`config.mk`:
```
export PLATFORM = sky130hd
export DESIGN_NAME = pending_ack_tracker
export DESIGN_NICKNAME = d
export VERILOG_FILES = /design/src/rtl/pat_pkg.sv /design/src/rtl/pat_ctrl.sv /design/src/rtl/pat_datapath.sv /design/src/rtl/pending_ack_tracker.sv
export SDC_FILE = /design/constraint.sdc
export NUM_CORES = 1
export LEC_CHECK = 0
export ABC_AREA = 1
export BUFFER_PORTS_ARGS = -buffer_cell sky130_fd_sc_hd__buf_2
export CAP_MARGIN = 20
export CORE_MARGIN = 2
export CORE_UTILIZATION = 29
export DETAILED_ROUTE_END_ITERATION = 8
export GPL_TIMING_DRIVEN = 0
export PLACE_DENSITY_LB_ADDON = 0.05
export SETUP_SLACK_MARGIN = 0.02
export SYNTH_ARGS = -nofsm -noshare
export SYNTH_HDL_FRONTEND = slang
export SYNTH_SLANG_ARGS = --single-unit
```
`constraint.sdc`:
```
create_clock -name clk_i -period 10.8 [get_ports clk_i]
set_input_delay 1.62 -clock clk_i [delete_from_list [all_inputs] [get_ports clk_i]]
set_output_delay 1.62 -clock clk_i [all_outputs]
set_load 0.05 [all_outputs]
```
`src/rtl/pat_pkg.sv`:
```
`timescale 1ns / 1ps
// ----------------------------------------------------------------------------
// pat_pkg
// Shared constants, types and controller codes of the pending ack tracker.
// ----------------------------------------------------------------------------
package pat_pkg;

  localparam int unsigned ENTRIES = 8;
  localparam int unsigned IDX_W   = (ENTRIES > 1) ? $clog2(ENTRIES) : 1;
  localparam int unsigned DATA_W  = 32;
  localparam int unsigned SLOT_W  = 3;

  localparam logic [DATA_W-1:0] TIMEOUT_RESET = 32'd30000;
  localparam logic [DATA_W-1:0] TIME_MAX      = '1;

  localparam logic KIND_RECORD = 1'b0;
  localparam logic KIND_CHECK  = 1'b1;

  typedef enum logic [1:0] {
    ST_IDLE,
    ST_SCAN,
    ST_DONE
  } state_e;

  typedef struct packed {
    logic load;
    logic scan;
    logic commit;
  } cmd_t;

  typedef struct packed {
    logic hit;
    logic last;
  } status_t;

endpackage

```
`src/rtl/pat_ctrl.sv`:
```
`timescale 1ns / 1ps
// ----------------------------------------------------------------------------
// pat_ctrl
// Sequencer: accepts an item, walks the table one entry a cycle, commits.
// ----------------------------------------------------------------------------
module pat_ctrl (
  input  logic             clk_i,
  input  logic             rst_ni,
  input  logic             start_i,
  input  pat_pkg::status_t status_i,
  output pat_pkg::cmd_t    cmd_o,
  output logic             busy_o,
  output logic             done_o
);
  import pat_pkg::*;

  state_e state_q, state_d;

  always_ff @(posedge clk_i or negedge rst_ni) begin
    if (!rst_ni) begin
      state_q <= ST_IDLE;
    end else begin
      state_q <= state_d;
    end
  end

  always_comb begin
    state_d = state_q;
    cmd_o   = '0;
    busy_o  = 1'b1;
    done_o  = 1'b0;
    unique case (state_q)
      ST_IDLE: begin
        busy_o = 1'b0;
        if (start_i) begin
          cmd_o.load = 1'b1;
          state_d    = ST_SCAN;
        end
      end
      ST_SCAN: begin
        cmd_o.scan = 1'b1;
        if (status_i.hit || status_i.last) begin
          state_d = ST_DONE;
        end
      end
      ST_DONE: begin
        cmd_o.commit = 1'b1;
        done_o       = 1'b1;
        state_d      = ST_IDLE;
      end
      default: begin
        state_d = ST_IDLE;
      end
    endcase
  end

endmodule

```
`src/rtl/pat_datapath.sv`:
```
`timescale 1ns / 1ps
// ----------------------------------------------------------------------------
// pat_datapath
// Entry table, item registers, timeout register and the per-entry scan logic.
// ----------------------------------------------------------------------------
module pat_datapath (
  input  logic                          clk_i,
  input  logic                          rst_ni,
  input  pat_pkg::cmd_t                 cmd_i,
  output pat_pkg::status_t              status_o,
  input  logic                          kind_i,
  input  logic [pat_pkg::DATA_W-1:0]    sender_node_i,
  input  logic [pat_pkg::DATA_W-1:0]    packet_ident_i,
  input  logic [pat_pkg::DATA_W-1:0]    now_ms_i,
  input  logic                          cfg_we_i,
  input  logic [pat_pkg::DATA_W-1:0]    cfg_data_i,
  output logic                          matched_o,
  output logic [pat_pkg::SLOT_W-1:0]    slot_o
);
  import pat_pkg::*;

  logic [DATA_W-1:0] timeout_q;

  logic              kind_q;
  logic [DATA_W-1:0] node_q;
  logic [DATA_W-1:0] ident_q;
  logic [DATA_W-1:0] now_q;

  logic [DATA_W-1:0] entry_node_q  [ENTRIES];
  logic [DATA_W-1:0] entry_ident_q [ENTRIES];
  logic [DATA_W-1:0] entry_time_q  [ENTRIES];
  logic [ENTRIES-1:0] live_q;

  logic [IDX_W-1:0]  idx_q;
  logic [IDX_W-1:0]  pick_q;
  logic [DATA_W-1:0] oldest_q;
  logic              found_q;

  logic [DATA_W-1:0] cur_time;
  logic [DATA_W-1:0] age;
  logic              expired;
  logic              cur_live;
  logic              key_eq;

  assign cur_time = entry_time_q[idx_q];
  assign cur_live = live_q[idx_q];
  assign age      = now_q - cur_time;
  assign expired  = (age >= timeout_q);
  assign key_eq   = (entry_node_q[idx_q] == node_q) && (entry_ident_q[idx_q] == ident_q);

  always_comb begin
    if (kind_q == KIND_RECORD) begin
      status_o.hit = !cur_live || expired;
    end else begin
      status_o.hit = cur_live && key_eq && !expired;
    end
    status_o.last = (idx_q == IDX_W'(ENTRIES - 1));
  end

  always_ff @(posedge clk_i or negedge rst_ni) begin
    if (!rst_ni) begin
      timeout_q <= TIMEOUT_RESET;
    end else if (cfg_we_i) begin
      timeout_q <= cfg_data_i;
    end
  end

  // item capture and scan bookkeeping
  always_ff @(posedge clk_i) begin
    if (cmd_i.load) begin
      kind_q   <= kind_i;
      node_q   <= sender_node_i;
      ident_q  <= packet_ident_i;
      now_q    <= now_ms_i;
      idx_q    <= '0;
      pick_q   <= '0;
      oldest_q <= TIME_MAX;
      found_q  <= 1'b0;
    end else if (cmd_i.scan) begin
      idx_q <= idx_q + IDX_W'(1);
      if (status_o.hit) begin
        pick_q  <= idx_q;
        found_q <= 1'b1;
      end else if (kind_q == KIND_RECORD && cur_time < oldest_q) begin
        pick_q   <= idx_q;
        oldest_q <= cur_time;
      end
    end
  end

  always_ff @(posedge clk_i) begin
    if (cmd_i.commit && kind_q == KIND_RECORD) begin
      entry_node_q[pick_q]  <= node_q;
      entry_ident_q[pick_q] <= ident_q;
      entry_time_q[pick_q]  <= now_q;
    end
  end

  always_ff @(posedge clk_i or negedge rst_ni) begin
    if (!rst_ni) begin
      live_q <= '0;
    end else if (cmd_i.commit) begin
      if (kind_q == KIND_RECORD) begin
        live_q[pick_q] <= 1'b1;
      end else if (found_q) begin
        live_q[pick_q] <= 1'b0;
      end
    end
  end

  assign matched_o = cmd_i.commit && (kind_q == KIND_CHECK) && found_q;
  assign slot_o    = SLOT_W'(pick_q);

endmodule

```
`src/rtl/pending_ack_tracker.sv`:
```
`timescale 1ns / 1ps
// ----------------------------------------------------------------------------
// pending_ack_tracker
// Table of packets waiting for an acknowledgement, with record and check.
// ----------------------------------------------------------------------------
// Usage:
//   An item is taken at a clock edge with start_i high and busy_o low.
//   kind_i 0 records sender_node_i / packet_ident_i stamped with now_ms_i,
//   kind_i 1 looks up and clears a live, unexpired matching entry.
//   Exactly one result beat follows each item: done_o is high for one cycle
//   with matched_o and slot_o valid; the receiver cannot stall it.
//   The table is walked one entry a cycle by the scan counter, stopping at
//   the first entry that ends the search, and busy_o drops the cycle after
//   done_o.
//   The timeout register is written through cfg_valid_i / cfg_data_i; the
//   user must do so only while the block is idle, which the block itself
//   does not enforce. cfg_ready_o is always high.
//   Reset clears every live bit, loads the timeout with 30000 ms and leaves
//   the block idle; no clearing pass is needed.
// ----------------------------------------------------------------------------
module pending_ack_tracker (
  input  logic                       clk_i,
  input  logic                       rst_ni,
  input  logic                       start_i,
  output logic                       busy_o,
  input  logic                       kind_i,
  input  logic [pat_pkg::DATA_W-1:0] sender_node_i,
  input  logic [pat_pkg::DATA_W-1:0] packet_ident_i,
  input  logic [pat_pkg::DATA_W-1:0] now_ms_i,
  input  logic                       cfg_valid_i,
  output logic                       cfg_ready_o,
  input  logic [pat_pkg::DATA_W-1:0] cfg_data_i,
  output logic                       done_o,
  output logic                       matched_o,
  output logic [pat_pkg::SLOT_W-1:0] slot_o
);
  import pat_pkg::*;

  cmd_t    cmd;
  status_t status;

  assign cfg_ready_o = 1'b1;

  pat_ctrl u_ctrl (
    .clk_i    (clk_i),
    .rst_ni   (rst_ni),
    .start_i  (start_i),
    .status_i (status),
    .cmd_o    (cmd),
    .busy_o   (busy_o),
    .done_o   (done_o)
  );

  pat_datapath u_datapath (
    .clk_i          (clk_i),
    .rst_ni         (rst_ni),
    .cmd_i          (cmd),
    .status_o       (status),
    .kind_i         (kind_i),
    .sender_node_i  (sender_node_i),
    .packet_ident_i (packet_ident_i),
    .now_ms_i       (now_ms_i),
    .cfg_we_i       (cfg_valid_i && cfg_ready_o),
    .cfg_data_i     (cfg_data_i),
    .matched_o      (matched_o),
    .slot_o         (slot_o)
  );

`ifndef ASSERT_OFF
  a_accept_busy: assert property (@(posedge clk_i) disable iff (!rst_ni)
    start_i && !busy_o |=> busy_o && !done_o)
    else $error("accepted item did not start a scan");

  a_done_idle: assert property (@(posedge clk_i) disable iff (!rst_ni)
    done_o |=> !busy_o && !done_o)
    else $error("result beat not followed by idle");

  a_matched_beat: assert property (@(posedge clk_i) disable iff (!rst_ni)
    matched_o |-> done_o)
    else $error("match flagged outside a result beat");

  a_done_busy: assert property (@(posedge clk_i) disable iff (!rst_ni)
    done_o |-> busy_o && $past(busy_o))
    else $error("result beat without a scan before it");
`endif

endmodule

```
After elaboration in Yosys (flattened, before gate mapping)

Memories as Yosys holds them, arrays and structs flattened. A register that Yosys moved wholly into a read port is not among the register bits.
Index checks and enable logic that the tools add are counted.

Bits in registers: 178
Memory bits (writable): 768
Input port bits: 133
Output and inout bits: 7
Word-level logic and storage cells: 78
Memories kept: 3

$add $sub $neg: 2
$lt $le $gt $ge: 5
Equal/unequal tests: 8
Multiplexer cells: 25
Bitwise operators: 5
Reduce and logical (&&, ||, !) cells: 19

Memories:

| name                     | depth | width | read ports | clocked after memory_dff | write ports | line               | text |
|---|---|---|---|---|---|---|---|
| u_datapath.entry_ident_q | 8     | 32    | 1          | 1                        | 1           | pat_datapath.sv:30 | `logic [DATA_W-1:0] entry_ident_q [ENTRIES];` |
| u_datapath.entry_node_q  | 8     | 32    | 1          | 1                        | 1           | pat_datapath.sv:29 | `logic [DATA_W-1:0] entry_node_q [ENTRIES];` |
| u_datapath.entry_time_q  | 8     | 32    | 1          | 1                        | 1           | pat_datapath.sv:31 | `logic [DATA_W-1:0] entry_time_q [ENTRIES];` |

Operators by type and width:

| kind                  | number |
|---|---|
| $eq A32 B32 Y1        | 2 |
| $ge A32 B32 Y1        | 1 |
| $lt A32 B32 Y1        | 1 |
| $sub A32 B32 Y32      | 1 |
| $mux W3               | 8 |
| $mux W8               | 2 |
| $mux W1               | 10 |
| $and A8 B8 Y8         | 1 |
| $logic_and A1 B1 Y1   | 8 |
| $lt A3 B4 Y1 const B  | 2 |
| $not A8 Y8            | 1 |
| $or A8 B8 Y8          | 1 |
| $reduce_and A2 Y1     | 4 |
| $mux W2               | 2 |
| $ne A2 B2 Y1 const B  | 2 |
| $pmux W2 S2           | 1 |
| $add A3 B1 Y3 const B | 1 |
| $bmux W1 S3           | 1 |
| $demux W1 S3          | 1 |
| $eq A3 B3 Y1 const B  | 1 |
| $ge A3 B1 Y1 const B  | 1 |
| $reduce_and A3 Y1     | 1 |
| $eq A2 B1 Y1 const B  | 1 |
| $eq A2 B2 Y1 const B  | 1 |
| other kinds (6)       | 9 |

Logic depth before layout (Yosys ltp)

Word-level depth: 8
Depth in mapped cells: 41
Gate-level depth less buffers: 37

Hierarchy

From an unflattened synthesis, not the netlist that was laid out.

Cells, all modules: 3963
Area, all modules: 41791.3 um^2

Modules (own cells, without submodules):

| module              | instances | cells each | area each (um^2) | seq. area each (um^2) |
|---|---|---|---|---|
| pat_datapath        | 1         | 3945       | 41658.7          | 27825.4 |
| pat_ctrl            | 1         | 16         | 121.4            | 50.0 |
| pending_ack_tracker | 1         | 2          | 11.3             | 0.0 |

Least setup slack after synthesis

Ideal clock, no wire load.

Path type: reg2reg
Start point: register u_ctrl.state_q[0]
End point: memory u_datapath.entry_ident_q[7][0] (enable)
Setup time: 0.551 ns
Arrival: 5.659 ns
Data required time: 10.249 ns
Setup slack: 4.590 ns
Cell stages (with the launch flop): 5
Path buffers: 1
Period minus slack after synthesis: 6.210 ns
Cell sequence: dfrtp_1 -> nor2_1 -> nand2_1 -> clkbuf_1 -> nor2_1

Cells in the longest elaborated chain, start to end: 5

Ends and longest elaborated chain:

| item                          | line                      | text |
|---|---|---|
| start: declaration            | pat_ctrl.sv:17            | `state_e state_q, state_d;` |
| start signal: assignment      | pat_ctrl.sv:23            | `state_q <= state_d;` |
| $eq A2 B2 Y1                  | -                         |  |
| $mux W1                       | -                         |  |
| named net done_o              | pending_ack_tracker.sv:33 | `output logic done_o,` |
| $logic_and A1 B1 Y1           | pat_datapath.sv:92        | `if (cmd_i.commit && kind_q == KIND_RECORD) begin` |
| $mux W1                       | pat_datapath.sv:92        |  |
| $mux W1 (implied by the code) | pat_datapath.sv:94        | `entry_ident_q[pick_q] <= ident_q;` |
| end: declaration              | pat_datapath.sv:30        |  |

The timed path passes the listed nets, and every way through them passes these cells.

==> flow_summary_export.csv <==
group,metric,value,unit
synth,synth_edf_count,865,
setup_path,crit_slowest_cell,"clkbuf_1",
layout,fillers,14506,
sta,post-route-min-period,9.443,ns
layout,final_nets,4480,
pwr,power_density,291.0,nW/um2
synth,ys_async_sr_fraction,0.04426,
placed_design,gp_congestion,0.7893,
run_status,status,"finished, final reports clean",
setup_path,cp_max_fo,10,
global_routing,grt_pass1_wl,201600,um
synth,yosysWarnings,0,
layout,layout_commonest_cell,"nand2_1",
synth,yosysSeqAreaShare,0.6679,
sta,fin_crit_sh,0.8744,
layout,stdcell_count,6245,
layout,drive_above_1_share,0.1016,
sta,fmax,105.9,MHz
synth,synth_flop_cell,"edfxtp_1",
floorplanning,initial_core_util,0.2912,
synth,syn-num-nets,4185,
floorplanning,dieHeight,383.4,um
sta,slew_headroom,0.2306,
global_routing,first_global_vias,27832,
floorplanning,core,143300,um2
synth,yosysTopAreaCell,"edfxtp_1",
setup_path,crit_arrival,10.07,ns
sta,tightest_slew,1.154,ns
clocking,cts_root_buf,"clkbuf_16",
placed_design,place_ws,1.302,ns
sta,finalClockSkew,0.02935,ns
floorplanning,ioPinCount,140,
synth,synth_top_area_share,0.6224,
sta,finalSetupViolations,0,
flow_run,drv_cap,0,
clocking,numCtsBuffers,112,
placed_design,dp_cells,6037,
routing,drtIter0Drc,1619,
sta,final_max_slew_viol_count,0,
synth,netlist_top_cells_area,"edfxtp_1 62%, nand2_1 9.4%, inv_1 4.4%",
sta,setup_tns,0,ns
routing,wl,140900,um
layout,areaGrowthSynthToFinish,18.29,%
routing,dr_total_vias,28232,
global_routing,track_usage,0.1910,
layout,layout_common_cells,"1,046 x nand2_1, 865 x edfxtp_1, 484 x inv_1, 353 x nand3_1, 296 x nor2_1",
clocking,cts_resized,0,
hold_path,min_path_type,"flip-flop to flip-flop",
clocking,post-cts-setup-buffer-count,0,
routing,routedWlPerCell,22.56,um
setup_path,startpoint_type,"flip-flop",
sta,hold_viol,0,
synth,synth.avg_cell_area,10.55,um2
global_routing,overflow,0,
synth,synth_area,41730,um2
sta,hold_slack,0.4608,ns
sta,rsz0062_at_grt,"false",
routing,drt-vias-per-instance,4.521,
clocking,clockBufferDepth,3,
pwr,total_power,14.37,mW
layout,num_antenna_cells,0,
placed_design,placed_area,45790,um2
setup_path,critPathMaxStageDelay,0.79,ns
layout,fin_util,0.3445,
synth,synth_cells,3954,
placed_design,dp_hpwl,94850,um
clocking,clk_pin_slew,0.06,ns
clocking,htree_num_levels,3,
routing,firstDrtPassIters,7,
setup_path,crit_type,"flip-flop to flip-flop",
setup_path,required,11.43,ns
clocking,cts_tree,"done",
global_routing,grt_max_degree,51,
setup_path,cp-end-kind,"flip-flop",
clocking,clock-sinks,949,
routing,drtAntennaViolNets,0,
floorplanning,dieArea,147000,um2
layout,post-route-cell-area,49370,um2
synth,yosysUniqueCellTypes,46,
floorplanning,fp.dieW,383.4,um
clocking,hold_buffers,0,
clocking,insertion_delay,0.72,ns
placed_design,io_buffers,137,
global_routing,antenna_found_initial,2,
routing,route.detailed.drc,0,
sta,finalWorstSetupSlack,1.357,ns
pwr,irDropWorstVdd,0.1280,mV
pwr,p_leak,19.95,nW
synth,synth-seq-cells,949,
floorplanning,row_count,139,
## worst max-delay path: cells and delay by family, from the launching register on
family,cells,cell delay (ns)
flip-flops,1,0.31
adder cells (fa/ha/maj),2,0.63
AO/OA/AOI/OAI,8,3.37
AND/OR/NAND/NOR,18,2.34
buffers and inverters,9,2.65
## state kept, by name, summed over array words and instances, names as in the netlist, named ones only
signal / cells
u_ctrl.state_q: 2
u_datapath.entry_ident_q: 256
u_datapath.entry_node_q: 256
u_datapath.entry_time_q: 256
u_datapath.found_q: 1
u_datapath.ident_q: 32
u_datapath.idx_q: 3
u_datapath.kind_q: 1
u_datapath.node_q: 32
u_datapath.now_q: 32
u_datapath.oldest_q: 32
u_datapath.slot_o: 3
u_datapath.timeout_q: 32
## synthesized netlist by cell type (4+ instances only)
cell type and instances:
o21ai_1 25, nand2_1 1046, xnor2_1 11, buf_1 15, o21ai_0 263, nor2_1 304
a21oi_1 67, buf_6 11, nand3b_1 35, ha_1 97, buf_2 63, dfxtp_1 42
buf_4 9, nand4_1 8, a21o_1 4, clkbuf_1 69, a31oi_1 11, nand3_1 353
o22ai_1 60, inv_1 485, a21boi_0 7, xor2_1 17, dfrtp_1 35, nor3_1 15
dfstp_2 7, edfxtp_1 865
## final timing paths
check,start,end,slack (ns),depth (start not counted)
max,flip-flop,u_datapath.oldest_q[4],1.36,37
max in group asynchronous,rst_ni,u_datapath.timeout_q[12],9.33,2
min reg2reg,u_datapath.oldest_q[21],u_datapath.oldest_q[21],0.46,2
max reg2reg,flip-flop,u_datapath.oldest_q[4],1.36,37
min in group asynchronous,rst_ni,u_datapath.timeout_q[0],0.88,1
min,u_datapath.oldest_q[21],u_datapath.oldest_q[21],0.46,2
## kinds of logic (layout without fill, tap and decap cells)
group	Yosys count	after routing	share of synthesized area
mux	2	2	0.0005097
other cells	1	1	0.00008986
xor+xnor	28	28	0.005876
flops	949	949	0.6679
simple gates	1768	1768	0.1742
compound gates	450	450	0.05774
fa+ha+maj	98	98	0.02956
buf+inv	658	1046	0.06407
## power breakdown
part	total [mW]	switching [mW]	internal [mW]
clock	3.72	1.55	2.17
combinational	5.93	4.21	1.72
sequential	4.71	0.281	4.43
## final cells by class
class	count	area [um2]	area share
Buffer	170	837.1	0.01696
Clock inverter	57	475.5	0.009631
Clock buffer	150	3072	0.06222
Sequential cell	949	27880	0.5647
Timing Repair Buffer	181	1639	0.03320
Inverter	488	1842	0.03731
Multi-Input combinational cell	2347	11240	0.2278
Tap cell	1903	2381	0.04823
## per-layer routing
metal	wire length, um	part of all wire	GRT usage
met5	23	0.00016	0
met4	3094	0.022	0.04539
met3	4287	0.030	0.02441
met1	64710	0.46	0.2552
met2	68750	0.49	0.3286
Power figures use the tool's default switching activity.
